`src/hw/rtl/i2cseq_pkg.sv`:
```
// Shared types and constants for the I2C register transaction sequencer.
package i2cseq_pkg;

    typedef enum logic [1:0] {
        KIND_READ  = 2'd0,
        KIND_WRITE = 2'd1,
        KIND_STEP  = 2'd2
    } t_kind;

    typedef enum logic [2:0] {
        STP_IDLE    = 3'd0,
        STP_START   = 3'd1,
        STP_ADDR    = 3'd2,
        STP_REG     = 3'd3,
        STP_RESTART = 3'd4,
        STP_ADDR2   = 3'd5,
        STP_DATA    = 3'd6,
        STP_STOP    = 3'd7
    } t_step;

    typedef enum logic [2:0] {
        CMD_NONE  = 3'd0,
        CMD_START = 3'd1,
        CMD_STOP  = 3'd2,
        CMD_WRITE = 3'd3,
        CMD_READ  = 3'd4
    } t_cmd;

    localparam int unsigned DEV_ADDR_W = 7;
    localparam int unsigned DATA_W     = 24;

    typedef struct packed {
        logic [1:0]  kind;
        logic [7:0]  reg_index;
        logic [15:0] write_value;
        logic [1:0]  transfer_length;
        logic        bus_ack;
        logic        bus_ready;
        logic [7:0]  bus_read_byte;
    } t_in_word;

    typedef struct packed {
        logic              request_accepted;
        logic [2:0]        bus_command;
        logic [7:0]        command_byte;
        logic              read_send_ack;
        logic              busy_res;
        logic              error_flag;
        logic              data_acked;
        logic [DATA_W-1:0] result_value;
    } t_out_word;

endpackage

```
`src/hw/rtl/i2cseq_in_if.sv`:
```
// Input channel: requests and sequencer steps with the engine answer.
interface i2cseq_in_if;
    logic        valid;
    logic        ready;
    logic [1:0]  kind;
    logic [7:0]  reg_index;
    logic [15:0] write_value;
    logic [1:0]  transfer_length;
    logic        bus_ack;
    logic        bus_ready;
    logic [7:0]  bus_read_byte;

    modport source (
        output valid, kind, reg_index, write_value, transfer_length,
               bus_ack, bus_ready, bus_read_byte,
        input  ready
    );
    modport sink (
        input  valid, kind, reg_index, write_value, transfer_length,
               bus_ack, bus_ready, bus_read_byte,
        output ready
    );
endinterface

```
`src/hw/rtl/i2cseq_out_if.sv`:
```
// Output channel: one result word per input word.
interface i2cseq_out_if;
    logic        valid;
    logic        ready;
    logic        request_accepted;
    logic [2:0]  bus_command;
    logic [7:0]  command_byte;
    logic        read_send_ack;
    logic        busy_res;
    logic        error_flag;
    logic        data_acked;
    logic [23:0] result_value;

    modport source (
        output valid, request_accepted, bus_command, command_byte, read_send_ack,
               busy_res, error_flag, data_acked, result_value,
        input  ready
    );
    modport sink (
        input  valid, request_accepted, bus_command, command_byte, read_send_ack,
               busy_res, error_flag, data_acked, result_value,
        output ready
    );
endinterface

```
`src/hw/rtl/i2c_register_transaction_sequencer.sv`:
```
// Top level of the I2C register transaction sequencer.
//
//   channel   dir  handshake     carries
//   i_in      in   valid/ready   kind, reg_index, write_value, transfer_length,
//                                bus_ack, bus_ready, bus_read_byte
//   o_out     out  valid/ready   one result word per input word
//   i_cfg_*   in   write enable  device_address (7 bits)
//
// One word per cycle, stalling only when both output buffer entries are full;
// each result is registered as its word is taken. The state registers update
// in the cycle the input word is taken; the next word can follow at once. A
// two-entry output buffer keeps input flowing while one result waits.
// Reset (synchronous, active low) leaves the sequencer idle with cleared state.
module i2c_register_transaction_sequencer
    import i2cseq_pkg::*;
(
    input  logic                  i_clk,
    input  logic                  i_rst_n,
    input  logic                  i_cfg_we,
    input  logic [DEV_ADDR_W-1:0] i_cfg_wdata,
    i2cseq_in_if.sink             i_in,
    i2cseq_out_if.source          o_out
);

    t_in_word  w_in_word;
    t_out_word w_res;
    logic      w_can_take;
    logic      w_fire;

    assign i_in.ready = w_can_take;
    assign w_fire     = i_in.valid && w_can_take;

    always_comb begin
        w_in_word.kind            = i_in.kind;
        w_in_word.reg_index       = i_in.reg_index;
        w_in_word.write_value     = i_in.write_value;
        w_in_word.transfer_length = i_in.transfer_length;
        w_in_word.bus_ack         = i_in.bus_ack;
        w_in_word.bus_ready       = i_in.bus_ready;
        w_in_word.bus_read_byte   = i_in.bus_read_byte;
    end

    i2cseq_core u_core (
        .i_clk       (i_clk),
        .i_rst_n     (i_rst_n),
        .i_cfg_we    (i_cfg_we),
        .i_cfg_wdata (i_cfg_wdata),
        .i_fire      (w_fire),
        .i_word      (w_in_word),
        .o_res       (w_res)
    );

    i2cseq_obuf u_obuf (
        .i_clk      (i_clk),
        .i_rst_n    (i_rst_n),
        .i_push     (w_fire),
        .i_word     (w_res),
        .o_can_take (w_can_take),
        .o_out      (o_out)
    );

endmodule

```
`src/hw/rtl/i2cseq_core.sv`:
```
// Transaction state and the per-word next-state / command logic.
module i2cseq_core
    import i2cseq_pkg::*;
(
    input  logic                  i_clk,
    input  logic                  i_rst_n,
    input  logic                  i_cfg_we,
    input  logic [DEV_ADDR_W-1:0] i_cfg_wdata,
    input  logic                  i_fire,
    input  t_in_word              i_word,
    output t_out_word             o_res
);

    logic [DEV_ADDR_W-1:0] r_dev_addr;
    t_step                 r_step, n_step;
    logic                  r_rd, n_rd;
    logic [1:0]            r_cnt, n_cnt;
    logic [7:0]            r_reg_num, n_reg_num;
    logic [DATA_W-1:0]     r_data, n_data;
    logic                  r_err, n_err;
    logic                  r_ack, n_ack;

    logic [7:0]        w_addr;
    logic              w_len_ok;
    logic [7:0]        w_wr_byte;
    logic [DATA_W-1:0] w_rd_shifted;
    t_cmd              w_cmd;
    logic [7:0]        w_cbyte;
    logic              w_sack;
    logic              w_accepted;

    assign w_addr = {r_dev_addr, 1'b0};

    always_comb begin
        // data byte for the current count, MSB first
        case (r_cnt)
            2'd2:    w_wr_byte = r_data[15:8];
            2'd3:    w_wr_byte = r_data[23:16];
            default: w_wr_byte = r_data[7:0];
        endcase
        case (r_cnt)
            2'd2:    w_rd_shifted = {8'h00, i_word.bus_read_byte, 8'h00};
            2'd3:    w_rd_shifted = {i_word.bus_read_byte, 16'h0000};
            default: w_rd_shifted = {16'h0000, i_word.bus_read_byte};
        endcase
    end

    always_comb begin
        n_step     = r_step;
        n_rd       = r_rd;
        n_cnt      = r_cnt;
        n_reg_num  = r_reg_num;
        n_data     = r_data;
        n_err      = r_err;
        n_ack      = r_ack;
        w_cmd      = CMD_NONE;
        w_cbyte    = 8'h00;
        w_sack     = 1'b0;
        w_accepted = 1'b0;
        w_len_ok   = 1'b0;

        case (i_word.kind)
            KIND_READ, KIND_WRITE: begin
                if (i_word.kind == KIND_READ) begin
                    w_len_ok = (i_word.transfer_length != 2'd0);
                end else begin
                    w_len_ok = i_word.transfer_length inside {2'd1, 2'd2};
                end
                if (r_step == STP_IDLE && w_len_ok) begin
                    w_accepted = 1'b1;
                    n_step     = STP_START;
                    n_rd       = (i_word.kind == KIND_READ);
                    n_cnt      = i_word.transfer_length;
                    n_reg_num  = i_word.reg_index;
                    n_err      = 1'b0;
                    n_ack      = 1'b0;
                    if (i_word.kind == KIND_READ) begin
                        n_data = '0;
                    end else if (i_word.transfer_length == 2'd1) begin
                        n_data = {16'h0000, i_word.write_value[7:0]};
                    end else begin
                        n_data = {8'h00, i_word.write_value};
                    end
                end
            end
            KIND_STEP: begin
                case (r_step)
                    STP_START: begin
                        w_cmd  = CMD_START;
                        n_step = STP_ADDR;
                    end
                    STP_RESTART: begin
                        w_cmd  = CMD_START;
                        n_step = STP_ADDR2;
                    end
                    STP_STOP: begin
                        w_cmd  = CMD_STOP;
                        n_step = STP_IDLE;
                        n_rd   = 1'b0;
                        n_cnt  = 2'd0;
                    end
                    STP_ADDR, STP_REG, STP_ADDR2: begin
                        w_cmd = CMD_WRITE;
                        if (r_step == STP_ADDR) begin
                            w_cbyte = w_addr;
                        end else if (r_step == STP_REG) begin
                            w_cbyte = r_reg_num;
                        end else begin
                            w_cbyte = w_addr | 8'h01;
                        end
                        if (i_word.bus_ready) begin
                            if (!i_word.bus_ack) begin
                                n_err  = 1'b1;
                                n_step = STP_STOP;
                            end else if (r_step == STP_REG && r_rd) begin
                                n_step = STP_RESTART;
                            end else begin
                                n_step = STP_DATA;
                            end
                        end
                    end
                    STP_DATA: begin
                        if (r_rd) begin
                            w_cmd  = CMD_READ;
                            w_sack = (r_cnt > 2'd1);
                            if (i_word.bus_ready) begin
                                n_data = r_data | w_rd_shifted;
                                if (r_cnt > 2'd1) begin
                                    n_cnt = r_cnt - 2'd1;
                                end else begin
                                    n_step = STP_STOP;
                                end
                            end
                        end else begin
                            w_cmd   = CMD_WRITE;
                            w_cbyte = w_wr_byte;
                            if (i_word.bus_ready) begin
                                if (r_cnt > 2'd1) begin
                                    if (i_word.bus_ack) begin
                                        n_cnt = r_cnt - 2'd1;
                                    end else begin
                                        n_err  = 1'b1;
                                        n_step = STP_STOP;
                                    end
                                end else begin
                                    // final byte: its ack is reported
                                    n_ack  = i_word.bus_ack;
                                    n_err  = r_err | ~i_word.bus_ack;
                                    n_step = STP_STOP;
                                end
                            end
                        end
                    end
                    default: ;
                endcase
            end
            default: ;
        endcase
    end

    always_comb begin
        o_res.request_accepted = w_accepted;
        o_res.bus_command      = w_cmd;
        o_res.command_byte     = w_cbyte;
        o_res.read_send_ack    = w_sack;
        o_res.busy_res         = (n_step != STP_IDLE);
        o_res.error_flag       = n_err;
        o_res.data_acked       = n_ack;
        o_res.result_value     = n_data;
    end

    always_ff @(posedge i_clk) begin
        if (!i_rst_n) begin
            r_dev_addr <= '0;
            r_step     <= STP_IDLE;
            r_rd       <= 1'b0;
            r_cnt      <= 2'd0;
            r_reg_num  <= 8'h00;
            r_data     <= '0;
            r_err      <= 1'b0;
            r_ack      <= 1'b0;
        end else begin
            if (i_cfg_we) begin
                r_dev_addr <= i_cfg_wdata;
            end
            if (i_fire) begin
                r_step    <= n_step;
                r_rd      <= n_rd;
                r_cnt     <= n_cnt;
                r_reg_num <= n_reg_num;
                r_data    <= n_data;
                r_err     <= n_err;
                r_ack     <= n_ack;
            end
        end
    end

    a_accept_starts: assert property (@(posedge i_clk) disable iff (!i_rst_n)
        (i_fire && w_accepted) |=> (r_step == STP_START))
        else $error("accepted request did not move to start");

    a_stop_to_idle: assert property (@(posedge i_clk) disable iff (!i_rst_n)
        (i_fire && i_word.kind == KIND_STEP && r_step == STP_STOP)
        |=> (r_step == STP_IDLE))
        else $error("stop step did not return to idle");

    a_busy_has_count: assert property (@(posedge i_clk) disable iff (!i_rst_n)
        (r_step != STP_IDLE) |-> (r_cnt != 2'd0))
        else $error("transaction in progress with zero byte count");

    a_write_len: assert property (@(posedge i_clk) disable iff (!i_rst_n)
        (r_step != STP_IDLE && !r_rd) |-> (r_cnt != 2'd3))
        else $error("write transaction holds three bytes");

endmodule

```
`src/hw/rtl/i2cseq_obuf.sv`:
```
// Two-entry output register with skid stage for the result channel.
module i2cseq_obuf
    import i2cseq_pkg::*;
(
    input  logic           i_clk,
    input  logic           i_rst_n,
    input  logic           i_push,
    input  t_out_word      i_word,
    output logic           o_can_take,
    i2cseq_out_if.source   o_out
);

    logic      r_out_valid;
    logic      r_skid_valid;
    t_out_word r_out;
    t_out_word r_skid;
    logic      w_pop;

    assign w_pop      = r_out_valid && o_out.ready;
    assign o_can_take = !r_skid_valid;

    always_ff @(posedge i_clk) begin
        if (!i_rst_n) begin
            r_out_valid  <= 1'b0;
            r_skid_valid <= 1'b0;
        end else if (i_push) begin
            // a push only comes while the skid stage is empty
            if (!r_out_valid || w_pop) begin
                r_out_valid <= 1'b1;
            end else begin
                r_skid_valid <= 1'b1;
            end
        end else if (w_pop) begin
            r_out_valid  <= r_skid_valid;
            r_skid_valid <= 1'b0;
        end
    end

    always_ff @(posedge i_clk) begin
        if (i_push) begin
            if (!r_out_valid || w_pop) begin
                r_out <= i_word;
            end else begin
                r_skid <= i_word;
            end
        end else if (w_pop && r_skid_valid) begin
            r_out <= r_skid;
        end
    end

    assign o_out.valid            = r_out_valid;
    assign o_out.request_accepted = r_out.request_accepted;
    assign o_out.bus_command      = r_out.bus_command;
    assign o_out.command_byte     = r_out.command_byte;
    assign o_out.read_send_ack    = r_out.read_send_ack;
    assign o_out.busy_res         = r_out.busy_res;
    assign o_out.error_flag       = r_out.error_flag;
    assign o_out.data_acked       = r_out.data_acked;
    assign o_out.result_value     = r_out.result_value;

    a_skid_behind_out: assert property (@(posedge i_clk) disable iff (!i_rst_n)
        r_skid_valid |-> r_out_valid)
        else $error("skid word held with empty output register");

    a_skid_drains: assert property (@(posedge i_clk) disable iff (!i_rst_n)
        (r_skid_valid && o_out.ready) |=> (r_out_valid && !r_skid_valid))
        else $error("skid word not moved to output register");

    a_push_empty: assert property (@(posedge i_clk) disable iff (!i_rst_n)
        (i_push && !r_out_valid) |=> (r_out_valid && !r_skid_valid))
        else $error("word pushed into empty buffer not shown");

endmodule
```
`src/flat_wrapper.sv`:
```
// flat-port wrapper written by rule: the top's interface ports become plain ports
module i2c_register_transaction_sequencer_flat import i2cseq_pkg::*;
  (i_clk, i_rst_n, i_cfg_we, i_cfg_wdata, i_in_valid, i_in_kind, i_in_reg_index, i_in_write_value, i_in_transfer_length, i_in_bus_ack, i_in_bus_ready, i_in_bus_read_byte, i_in_ready, o_out_valid, o_out_request_accepted, o_out_bus_command, o_out_command_byte, o_out_read_send_ack, o_out_busy_res, o_out_error_flag, o_out_data_acked, o_out_result_value, o_out_ready);
  i2cseq_in_if i_in_i ();
  i2cseq_out_if o_out_i ();
  input  logic i_clk;
  input  logic i_rst_n;
  input  logic i_cfg_we;
  input  logic [DEV_ADDR_W-1:0] i_cfg_wdata;
  input wire logic [$bits(i_in_i.valid)-1:0] i_in_valid;
  input wire logic [$bits(i_in_i.kind)-1:0] i_in_kind;
  input wire logic [$bits(i_in_i.reg_index)-1:0] i_in_reg_index;
  input wire logic [$bits(i_in_i.write_value)-1:0] i_in_write_value;
  input wire logic [$bits(i_in_i.transfer_length)-1:0] i_in_transfer_length;
  input wire logic [$bits(i_in_i.bus_ack)-1:0] i_in_bus_ack;
  input wire logic [$bits(i_in_i.bus_ready)-1:0] i_in_bus_ready;
  input wire logic [$bits(i_in_i.bus_read_byte)-1:0] i_in_bus_read_byte;
  output wire logic [$bits(i_in_i.ready)-1:0] i_in_ready;
  output wire logic [$bits(o_out_i.valid)-1:0] o_out_valid;
  output wire logic [$bits(o_out_i.request_accepted)-1:0] o_out_request_accepted;
  output wire logic [$bits(o_out_i.bus_command)-1:0] o_out_bus_command;
  output wire logic [$bits(o_out_i.command_byte)-1:0] o_out_command_byte;
  output wire logic [$bits(o_out_i.read_send_ack)-1:0] o_out_read_send_ack;
  output wire logic [$bits(o_out_i.busy_res)-1:0] o_out_busy_res;
  output wire logic [$bits(o_out_i.error_flag)-1:0] o_out_error_flag;
  output wire logic [$bits(o_out_i.data_acked)-1:0] o_out_data_acked;
  output wire logic [$bits(o_out_i.result_value)-1:0] o_out_result_value;
  input wire logic [$bits(o_out_i.ready)-1:0] o_out_ready;
  assign i_in_i.valid = i_in_valid;
  assign i_in_i.kind = i_in_kind;
  assign i_in_i.reg_index = i_in_reg_index;
  assign i_in_i.write_value = i_in_write_value;
  assign i_in_i.transfer_length = i_in_transfer_length;
  assign i_in_i.bus_ack = i_in_bus_ack;
  assign i_in_i.bus_ready = i_in_bus_ready;
  assign i_in_i.bus_read_byte = i_in_bus_read_byte;
  assign i_in_ready = i_in_i.ready;
  assign o_out_valid = o_out_i.valid;
  assign o_out_request_accepted = o_out_i.request_accepted;
  assign o_out_bus_command = o_out_i.bus_command;
  assign o_out_command_byte = o_out_i.command_byte;
  assign o_out_read_send_ack = o_out_i.read_send_ack;
  assign o_out_busy_res = o_out_i.busy_res;
  assign o_out_error_flag = o_out_i.error_flag;
  assign o_out_data_acked = o_out_i.data_acked;
  assign o_out_result_value = o_out_i.result_value;
  assign o_out_i.ready = o_out_ready;
  i2c_register_transaction_sequencer u_core (.i_clk(i_clk), .i_rst_n(i_rst_n), .i_cfg_we(i_cfg_we), .i_cfg_wdata(i_cfg_wdata), .i_in(i_in_i), .o_out(o_out_i));
endmodule
```
`config.mk`:
```
export PLATFORM = sky130hd
export DESIGN_NAME = i2c_register_transaction_sequencer_flat
export DESIGN_NICKNAME = d
export VERILOG_FILES = /design/src/hw/rtl/i2cseq_pkg.sv /design/src/hw/rtl/i2cseq_in_if.sv /design/src/hw/rtl/i2cseq_out_if.sv /design/src/hw/rtl/i2c_register_transaction_sequencer.sv /design/src/hw/rtl/i2cseq_core.sv /design/src/hw/rtl/i2cseq_obuf.sv /design/src/flat_wrapper.sv
export SDC_FILE = /design/constraint.sdc
export NUM_CORES = 1
export LEC_CHECK = 0
export BUFFER_PORTS_ARGS = -buffer_cell sky130_fd_sc_hd__buf_4
export CAP_MARGIN = 40
export CORE_ASPECT_RATIO = 2
export CORE_MARGIN = 2
export CORE_UTILIZATION = 40
export CTS_CLUSTER_DIAMETER = 30
export DETAILED_ROUTE_END_ITERATION = 12
export PLACE_DENSITY = 0.6
export SYNTH_ARGS = -nofsm -noshare
export SYNTH_HDL_FRONTEND = slang
export SYNTH_SLANG_ARGS = --single-unit
```
`constraint.sdc`:
```
create_clock -name i_clk -period 3.5 [get_ports i_clk]
set_input_delay 0.35 -clock i_clk [delete_from_list [all_inputs] [get_ports i_clk]]
set_output_delay 0.35 -clock i_clk [all_outputs]
set_load 0.03 [all_outputs]
```
==> results of run 1 <==
-- synth_stat cells (all sizes together) (2+ instances only) --
cell type,count
nor2b,21
nor2,35
a22oi,8
and3,2
o2bb2ai,16
nor3,5
o221a,3
a31oi,22
and2,2
dfxtp,49
edfxtp,80
nand3,6
o21ai,20
a32oi,16
inv,12
a21oi,21
a32o,7
nand2b,4
o211ai,3
mux2,11
ha,5
nor3b,3
a22o,8
a221oi,6
nand2,66
a21boi,9
nand3b,3
mux2i,16
o21a,2
nand4,8
or3b,6
buf,10
o31ai,4
and3b,4
clkbuf,35
or4,2
or3,3
-- registers in the layout (all words and copies together) (netlist names), 2 cells and up --
register                          flops
u_core.u_core.r_data                 24
u_core.u_core.r_step                  3
u_core.u_core.r_dev_addr              7
u_core.u_core.r_reg_num               8
u_core.u_obuf.o_out.bus_command       3
u_core.u_core.r_cnt                   2
u_core.u_obuf.o_out.command_byte      8
u_core.u_obuf.r_skid                 40
u_core.u_obuf.o_out.result_value     24
-- power groups by stage --
stage               logic, W  clock network (W)  registers [W]
floorplan           0.000202                  0        0.00185
global placement    0.000455                  0        0.00177
detailed placement  0.000461                  0        0.00178
CTS                 0.000462            0.00172        0.00174
global route        0.000489            0.00179        0.00175
finish              0.000457            0.00170        0.00174
-- through the flow --
step | hold WS, ns | setup WS [ns] | util | instance area [µm²]
2_1_floorplan | 0.446 | 0.0535 | - | 5990
3_3_place_gp | 0.475 | 0.947 | 0.461 | 6800
3_5_place_dp | 0.474 | 0.892 | 0.461 | 6800
4_1_cts | 0.166 | 0.890 | 0.500 | 7370
5_1_grt | 0.178 | 0.772 | 0.500 | 7370
6_report | 0.176 | 0.868 | 0.500 | 7370
-- worst paths after layout --
kind	start	end	cells after the start	slack, ns
worst max-delay path	u_core.u_core.r_step[0]$_SDFFE_PN0P_	u_core.u_obuf.o_out.result_value[19]$_DFFE_PP_	4	0.87
worst max register to register	u_core.u_core.r_step[0]$_SDFFE_PN0P_	u_core.u_obuf.o_out.result_value[19]$_DFFE_PP_	4	0.87
worst min-delay path	i_cfg_wdata[6]	u_core.u_core.r_dev_addr[6]$_SDFFE_PN0P_	3	0.18
worst min register to register	u_core.u_core.r_data[6]$_SDFFE_PN0P_	u_core.u_core.r_data[6]$_SDFFE_PN0P_	1	0.49
-- metal layers --
layer,GRT usage,share of wire,vias up
met1,0.204,0.36,2214
met5,0,0,-
met4,0.119,0.042,0
li1,-,-,2205
met3,0.0447,0.045,42
met2,0.393,0.56,156
-- critical path, stage by stage, from the launching register on --
cell     delay [ns]
dfxtp_1        0.56
or4_4          0.69
or3_4          0.58
a32o_1         0.29
mux2_4         0.25
-- logic make-up (layout without fill, tap and decap cells) --
kind of cell | after synthesis | count (layout) | synth area share
and+or+nand+nor | 174 | 174 | 0.147
AOI/OAI and AO/OA | 152 | 152 | 0.184
buffers and inverters | 57 | 144 | 0.0422
adders and majority gates | 5 | 5 | 0.0104
DFF | 129 | 129 | 0.564
muxes | 27 | 27 | 0.0518
-- final cells by class --
cell class	instances	area [µm²]	share of cell area
tap	195	244	0.0331
clock buffer	23	488	0.0662
inverter	12	45.0	0.00611
sequential	129	3380	0.459
timing repair buffer	100	751	0.102
clock inverter	9	81.3	0.0110
multi-input combinational	358	2380	0.323
==> flow_metrics.env, run 1 <==
export IMPL_hp_class="in2reg"
export IMPL_clockRootBuffer="clkbuf_16"
export IMPL_p_per_area_nw_per_um2=529
export IMPL_start_util=0.407
export IMPL_nFillCells=1389
export IMPL_power_w=0.00390
export IMPL_worst_pin_slew_ns=0.918
export IMPL_num_antenna_cells=0
export IMPL_p_clk_frac=0.435
export IMPL_cp_start_kind="flop"
export IMPL_coreArea_um2=14700
export IMPL_rows=63
export IMPL_port_buffer_count=91
export IMPL_synth_area_um2=5990
export IMPL_skew_ns=0.0118
export IMPL_p_sw_frac=0.251
export IMPL_numCtsBuffers=17
export IMPL_drt_iter0_markers=266
export IMPL_totalWireLength_um=16300
export IMPL_maxSlewHeadroom=0.383
export IMPL_grt_usage=0.207
export IMPL_period_share=0.752
export IMPL_maxSlewViolCount=0
export IMPL_drt_first_pass_iters=7
export IMPL_gp_congestion=0.869
export IMPL_grt_max_degree=42
export IMPL_max_freq_mhz=380
export IMPL_power_frac_seq=0.447
export IMPL_grt_pass1_vias=4581
export IMPL_ios=92
export IMPL_clk_pin_slew_worst_paths_ns=0.06
export IMPL_cap_violations=0
export IMPL_cts_tree="done"
export IMPL_instances_no_fill=826
export IMPL_final_common_cell="buf_4"
export IMPL_required_ns=3.67
export IMPL_syn_nets=599
export IMPL_async_flop_share=0
export IMPL_vias=4617
export IMPL_ys_ff_latch=129
export IMPL_crit_arrival_ns=2.80
export IMPL_ys_warnings_count=0
export IMPL_dieArea_um2=16000
export IMPL_dp_cells=794
export IMPL_syn_to_final_growth_pct=22.9
export IMPL_synth_edf_count=80
export IMPL_routedWlPerCell_um=19.8
export IMPL_cts_sinks=129
export IMPL_netlist_instances=544
export IMPL_p_leak_nw=2.77
export IMPL_status="finished clean"
export IMPL_die_w_um=90.6
export IMPL_grt_overflow_total=0
export IMPL_rsz0062_at_grt="false"
export IMPL_ctsResizeCount=0
export IMPL_final_cell_mix="100 x buf_4, 80 x edfxtp_1, 66 x nand2_1"
export IMPL_finalNetCount=673
export IMPL_dp_hpwl_um=11800
export IMPL_p_sw_w=0.000979
export IMPL_final_antenna_net_count=0
export IMPL_synth_area_leaders="edfxtp_1 40%, dfxtp_1 16%, nand2_1 4.1%"
export IMPL_cts_hold_buf=0
export IMPL_die_y_um=177
export IMPL_clk_path_buf_depth=2
export IMPL_hold_violations=0
export IMPL_crit_type="reg2reg"
export IMPL_ir_worst_vdd_mv=0.355
export IMPL_cp_max_fo=30
export IMPL_grt_pass1_wl_um=25000
export IMPL_synth_top_area_frac=0.401
export IMPL_fin_setup_tns_ns=0
export IMPL_finalCriticalPeriod_ns=2.63
export IMPL_vias_per_cell=5.59
export IMPL_antenna_found_initial=0
export IMPL_final_setup_viol_count=0
export IMPL_drc=0
export IMPL_cts_setup_buffers=0
export IMPL_clk_latency_ns=0.43
export IMPL_synth_avg_cell_area_um2=11.0
export IMPL_p_int_w=0.00292
export IMPL_yosysTopAreaCell="edfxtp_1"
export IMPL_layout_drive_gt1_share=0.246
export IMPL_p_comb_frac=0.117
export IMPL_crit_path_end_kind="flop"
export IMPL_synth_main_ff_cell="edfxtp_1"
export IMPL_ys_seq_area_frac=0.564
export IMPL_synth_distinct_cells=54
export IMPL_htree_levels=4
No activity file was read; power rests on OpenSTA's default activity.
==> run 2: changes to the inputs <==
- PLACE_DENSITY: 0.6 -> 0.58
- clock period: 3.5 -> 2.5 ns (I/O delays scaled with it)
==> run 2 against run 1 <==
  * Flip-flop and latch count did not move
  * Critical path depth did not move
  * Global-route usage rose by 1.3 points
  * Non-clock buffer count rose by 8
  * Clock-buffer cell count fell by 4
  * Final area rose by 1.9%
  * Clock power rose by 57%
  * Register-to-register slack got worse by 0.63 ns
==> flow_metrics.env, run 2 (synthesis results as in run 1) <==
export IMPL_crit_family="simple AND/OR/NAND/NOR gates"
export IMPL_vias_per_cell=5.61
export IMPL_hold_violations=0
export IMPL_drt_iter0_markers=288
export IMPL_nFillCells=1349
export IMPL_path_cells="or4_4 -> or3_4 -> a32o_1 -> mux2_4"
export IMPL_maxSlewViolCount=0
export IMPL_worst_pin_slew_ns=0.719
export IMPL_rsz0062_at_grt="false"
export IMPL_regMostFlops="u_core.u_obuf.r_skid"
export IMPL_die_y_um=177
export IMPL_cp_max_fo=30
export IMPL_crit_arrival_ns=2.44
export IMPL_hp_class="in2reg"
export IMPL_dp_hpwl_um=12100
export IMPL_p_per_area_nw_per_um2=767
export IMPL_port_buffer_count=91
export IMPL_grt_usage=0.220
export IMPL_clk_path_buf_depth=2
export IMPL_clk_latency_ns=0.43
export IMPL_gp_congestion=0.834
export IMPL_layout_drive_gt1_share=0.258
export IMPL_clockRootBuffer="clkbuf_16"
export IMPL_num_antenna_cells=0
export IMPL_crit_buf_inv=0
export IMPL_rows=63
export IMPL_cts_setup_buffers=0
export IMPL_skew_ns=0.00954
export IMPL_finalCriticalPeriod_ns=2.26
export IMPL_grt_overflow_total=0
export IMPL_ctsResizeCount=0
export IMPL_antenna_found_initial=0
export IMPL_routedWlPerCell_um=20.6
export IMPL_coreArea_um2=14700
export IMPL_finalNetCount=681
export IMPL_start_util=0.407
export IMPL_period_share=0.906
export IMPL_vias=4678
export IMPL_maxSlewHeadroom=0.521
export IMPL_syn_to_final_growth_pct=25.3
export IMPL_grt_max_degree=61
export IMPL_dp_cells=802
export IMPL_fin_setup_tns_ns=0
export IMPL_cp_start_kind="flop"
export IMPL_max_stage_delay_ns=0.57
export IMPL_cts_sinks=129
export IMPL_status="finished clean"
export IMPL_cts_tree="done"
export IMPL_largest_reg_flops=40
export IMPL_multi_input_area_um2=2380
export IMPL_drt_first_pass_iters=5
export IMPL_final_cell_mix="107 x buf_4, 80 x edfxtp_1, 66 x nand2_1"
export IMPL_die_w_um=90.6
export IMPL_drc=0
export IMPL_htree_levels=4
export IMPL_crit_path_end_kind="flop"
export IMPL_cap_violations=0
export IMPL_instances_no_fill=834
export IMPL_ir_worst_vdd_mv=0.504
export IMPL_grt_pass1_wl_um=26500
export IMPL_final_setup_viol_count=0
export IMPL_regArea_um2=3380
export IMPL_dieArea_um2=16000
export IMPL_totalWireLength_um=17200
export IMPL_clk_pin_slew_worst_paths_ns=0.07
export IMPL_max_freq_mhz=442
export IMPL_p_leak_nw=2.85
export IMPL_required_ns=2.68
export IMPL_ios=92
export IMPL_numCtsBuffers=17
export IMPL_cts_hold_buf=0
export IMPL_final_antenna_net_count=0
export IMPL_crit_type="reg2reg"
export IMPL_crit_slowest_cell="or4_4"
export IMPL_grt_pass1_vias=4585
export IMPL_final_common_cell="buf_4"
-- run 2: cell count changes in the layout (fill, tap and decap cells not counted), sizes merged --
cell | before | now
buf | 100 | 108
clkinvlp | 3 | 1
clkinv | 5 | 3
bufinv | 1 | 2
inv | 12 | 19
clkbuf | 23 | 19
-- run 2: tightest hold or removal path, stage by stage --
cell and delay [ns]:
buf_4 0.07, mux2i_1 0.05, nor2b_1 0.09
-- run 2: routing by layer --
layer | share of wire | routed length (µm) | global-route usage
met2 | 0.58 | 10000 | 0.433
met3 | 0.041 | 708 | 0.0375
met1 | 0.36 | 6200 | 0.228
met4 | 0.016 | 269 | 0.0788
met5 | 0 | 0 | 0
-- run 2: cell type report --
class,count,share of cell area
Sequential cell,129,0.450
Multi-Input combinational cell,358,0.317
Timing Repair Buffer,108,0.110
Clock buffer,19,0.0633
Tap cell,195,0.0325
Clock inverter,13,0.0217
Inverter,12,0.00600
-- run 2: final timing paths --
kind,startpoint,to,slack [ns],depth (start not counted)
worst max-delay path,u_core.u_core.r_step[0]$_SDFFE_PN0P_,u_core.u_obuf.o_out.result_value[21]$_DFFE_PP_,0.24,4
worst min-delay path,i_in_reg_index[4],u_core.u_core.r_reg_num[4]$_SDFFE_PN0P_,0.07,3
worst max register to register,u_core.u_core.r_step[0]$_SDFFE_PN0P_,u_core.u_obuf.o_out.result_value[21]$_DFFE_PP_,0.24,4
worst min register to register,u_core.u_core.r_data[13]$_SDFFE_PN0P_,u_core.u_core.r_data[13]$_SDFFE_PN0P_,0.50,1
-- run 2: metrics by stage --
stage | util | instance area (µm²) | hold slack [ns] | total power [W] | worst slack [ns]
floorplan | - | 6010 | 0.395 | 0.00287 | 0.113
global placement | 0.466 | 6870 | 0.478 | 0.00313 | 0.285
detailed placement | 0.466 | 6870 | 0.479 | 0.00314 | 0.257
CTS | 0.510 | 7510 | 0.0571 | 0.00581 | 0.248
global route | 0.510 | 7510 | 0.0847 | 0.00594 | 0.0255
finish | 0.510 | 7510 | 0.0673 | 0.00576 | 0.235
-- run 2: where the power goes --
part           internal [W]  switching [W]
sequential          0.00238      0.0000515
combinational      0.000245       0.000419
clock               0.00162        0.00104
total               0.00425        0.00151
==> run 3: changes to the inputs <==
- ABC_AREA: not set -> 1
- REMOVE_ABC_BUFFERS: not set -> 1
==> run 3 against run 2 <==
  * Final area decreased by 0.65%
  * Utilization is 0.33 points lower
  * Largest cell class unchanged
  * Fmax is 5.6% higher
  * Cell count is 18% higher
  * Clock-buffer cell count unchanged
==> flow_metrics.env, run 3 <==
export IMPL_num_antenna_cells=0
export IMPL_p_leak_nw=3.21
export IMPL_max_freq_mhz=466
export IMPL_maxSlewHeadroom=0.428
export IMPL_clk_pin_slew_worst_paths_ns=0.06
export IMPL_nFillCells=1402
export IMPL_drc=0
export IMPL_yosysTopAreaCell="edfxtp_1"
export IMPL_r2r_start="u_core.u_core.r_cnt[0]$_SDFFE_PN0P_"
export IMPL_gp_congestion=0.884
export IMPL_drt_first_pass_iters=5
export IMPL_period_share=0.858
export IMPL_antenna_found_initial=0
export IMPL_dp_cells=956
export IMPL_setup_ws_ns=0.354
export IMPL_worstReg2RegEnd="u_core.u_obuf.o_out.command_byte[0]$_DFFE_PP_"
export IMPL_cts_sinks=129
export IMPL_status="finished clean"
export IMPL_maxSlewViolCount=0
export IMPL_finalCriticalPeriod_ns=2.15
export IMPL_drt_iter0_markers=328
export IMPL_max_stage_delay_ns=0.38
export IMPL_netlist_instances=691
export IMPL_coreArea_um2=14700
export IMPL_synth_avg_cell_area_um2=8.70
export IMPL_p_per_area_nw_per_um2=750
export IMPL_synth_area_um2=6010
export IMPL_cts_hold_buf=0
export IMPL_regMostFlops="u_core.u_obuf.r_skid"
export IMPL_synth_main_ff_cell="edfxtp_1"
export IMPL_vias_per_cell=5.16
export IMPL_clk_path_buf_depth=2
export IMPL_ys_warnings_count=0
export IMPL_hp_class="in2reg"
export IMPL_skew_ns=0.0103
export IMPL_yosysMostFrequentCell="nand2_1"
export IMPL_grt_usage=0.209
export IMPL_instances_no_fill=988
export IMPL_post_place_ws_ns=0.399
export IMPL_crit_type="reg2reg"
export IMPL_synth_distinct_cells=32
export IMPL_crit_slowest_cell="dfxtp_1"
export IMPL_required_ns=2.73
export IMPL_cp_start_kind="flop"
export IMPL_htree_levels=4
export IMPL_crit_path_end_kind="flop"
export IMPL_clockRootBuffer="clkbuf_16"
export IMPL_syn_to_final_growth_pct=24.1
export IMPL_critPathCapture="u_core.u_obuf.o_out.command_byte[0]$_DFFE_PP_"
export IMPL_async_flop_share=0
export IMPL_hold_violations=0
export IMPL_synth_area_leaders="edfxtp_1 40%, dfxtp_1 16%, nand2_1 14%"
export IMPL_grt_overflow_total=0
export IMPL_cap_violations=0
export IMPL_cp_max_fo=10
export IMPL_grt_pass1_vias=5044
export IMPL_min_from="i_cfg_wdata[1]"
export IMPL_ys_seq_area_frac=0.563
export IMPL_path_cells="inv_1 -> ha_1 -> nor2_1 -> buf_4 -> a21oi_1 -> o21ai_0 -> o211ai_1 -> nand2_1 -> nand2_1 -> o21ai_0"
export IMPL_start_util=0.408
export IMPL_worstSetupStartpoint="u_core.u_core.r_cnt[0]$_SDFFE_PN0P_"
export IMPL_finalNetCount=835
export IMPL_cts_setup_buffers=0
export IMPL_synthTopCellsByCount="220 x nand2_1, 80 x edfxtp_1, 58 x inv_1"
export IMPL_ios=92
export IMPL_die_y_um=177
export IMPL_largest_reg_flops=40
export IMPL_grt_pass1_wl_um=25800
export IMPL_whs_ns=0.0483
export IMPL_totalWireLength_um=16500
export IMPL_ys_ff_latch=129
export IMPL_layout_drive_gt1_share=0.212
export IMPL_dp_hpwl_um=11700
export IMPL_rsz0062_at_grt="false"
export IMPL_final_common_cell="nand2_1"
export IMPL_port_buffer_count=91
export IMPL_final_cell_mix="219 x nand2_1, 98 x buf_4, 80 x edfxtp_1"
export IMPL_numCtsBuffers=17
export IMPL_rows=63
export IMPL_clk_latency_ns=0.42
export IMPL_rr_worst_depth=10
export IMPL_ir_worst_vdd_mv=0.448
export IMPL_final_setup_viol_count=0
export IMPL_r2r_slack_ns=0.35
export IMPL_die_w_um=90.7
export IMPL_dieArea_um2=16100
export IMPL_grt_max_degree=82
export IMPL_synth_top_area_frac=0.400
export IMPL_vias=5103
export IMPL_final_antenna_net_count=0
export IMPL_ctsResizeCount=0
export IMPL_crit_arrival_ns=2.37
export IMPL_worst_pin_slew_ns=0.857
export IMPL_synth_edf_count=80
export IMPL_routedWlPerCell_um=16.7
export IMPL_cts_tree="done"
==> run 3: cell count changes in the layout (fill, tap and decap cells not counted), moves of 9 or more <==
cell       previous run  this run
nand2_1              66       219
buf_4               107        98
nor2_1               35        53
o21ai_0              18        52
a31oi_1              22         0
inv_1                12        58
nor2b_1              20         0
nand3_1               6        41
a21boi_0              9         0
mux2i_1              16         0
a32oi_1              16         0
a21oi_1              20        33
o2bb2ai_1            16         0
==> run 3: where the power goes <==
part / internal [W] / switching [W]
registers: 0.00238 / 0.0000532
clock network: 0.00149 / 0.000981
logic: 0.000232 / 0.000462
==> run 3: how the worst min path moves through the flow <==
stage / slack (ns) / depth (start not counted) / end
2_1_floorplan: 0.38 / 2 / u_core.u_core.r_dev_addr[0]$_SDFFE_PN0P_
3_5_place_dp: 0.46 / 2 / u_core.u_core.r_data[19]$_SDFFE_PN0P_
3_3_place_gp: 0.45 / 2 / u_core.u_core.r_data[20]$_SDFFE_PN0P_
5_1_grt: 0.06 / 3 / u_core.u_core.r_dev_addr[4]$_SDFFE_PN0P_
4_1_cts: 0.05 / 3 / u_core.u_core.r_dev_addr[1]$_SDFFE_PN0P_
6_report: 0.05 / 3 / u_core.u_core.r_dev_addr[1]$_SDFFE_PN0P_
==> run 3: through the flow <==
| step | total power [W] | setup TNS [ns] | utilization | instance area [µm²] |
|---|---|---|---|---|
| 2_1_floorplan | 0.00287 | -294.88 | - | 5850 |
| 3_3_place_gp | 0.00317 | 0 | 0.467 | 6880 |
| 3_5_place_dp | 0.00317 | 0 | 0.467 | 6880 |
| 4_1_cts | 0.00563 | 0 | 0.506 | 7460 |
| 5_1_grt | 0.00578 | 0 | 0.506 | 7460 |
| 6_report | 0.00559 | 0 | 0.506 | 7460 |
==> run 3: worst max-delay path: cells and delay by family, from the launching register on <==
kind / cells / cell delay [ns]
adder cells (fa/ha/maj): 1 / 0.37
AND/OR/NAND/NOR: 3 / 0.33
buffers and inverters: 2 / 0.28
AO/OA/AOI/OAI: 4 / 0.59
flip-flops: 1 / 0.38
==> run 3: metal layers <==
layer / part of all wire / routed length [µm] / global-route usage / vias up
met2: 0.53 / 8830 / 0.381 / 224
li1: - / - / - / 2466
met1: 0.37 / 6170 / 0.221 / 2364
met4: 0.045 / 747 / 0.131 / 0
met5: 0 / 0 / 0 / -
met3: 0.046 / 768 / 0.0365 / 49
==> run 3: cell type report <==
| type | instances | area, µm² | share of cell area |
|---|---|---|---|
| Multi-Input combinational cell | 468 | 2230 | 0.299 |
| Sequential cell | 129 | 3380 | 0.453 |
| Inverter | 64 | 245 | 0.0329 |
| Clock inverter | 13 | 151 | 0.0203 |
| Tap cell | 195 | 244 | 0.0327 |
| Clock buffer | 19 | 433 | 0.0580 |
| Timing Repair Buffer | 100 | 776 | 0.104 |
==> run 3: kinds of logic (layout without fill, tap and decap cells) <==
logic type,after synthesis,after routing,synth area share
fa+ha+maj,5,5,0.0104
buf+inv,94,196,0.0676
simple gates,345,345,0.246
compound gates,118,118,0.113
flops,129,129,0.563
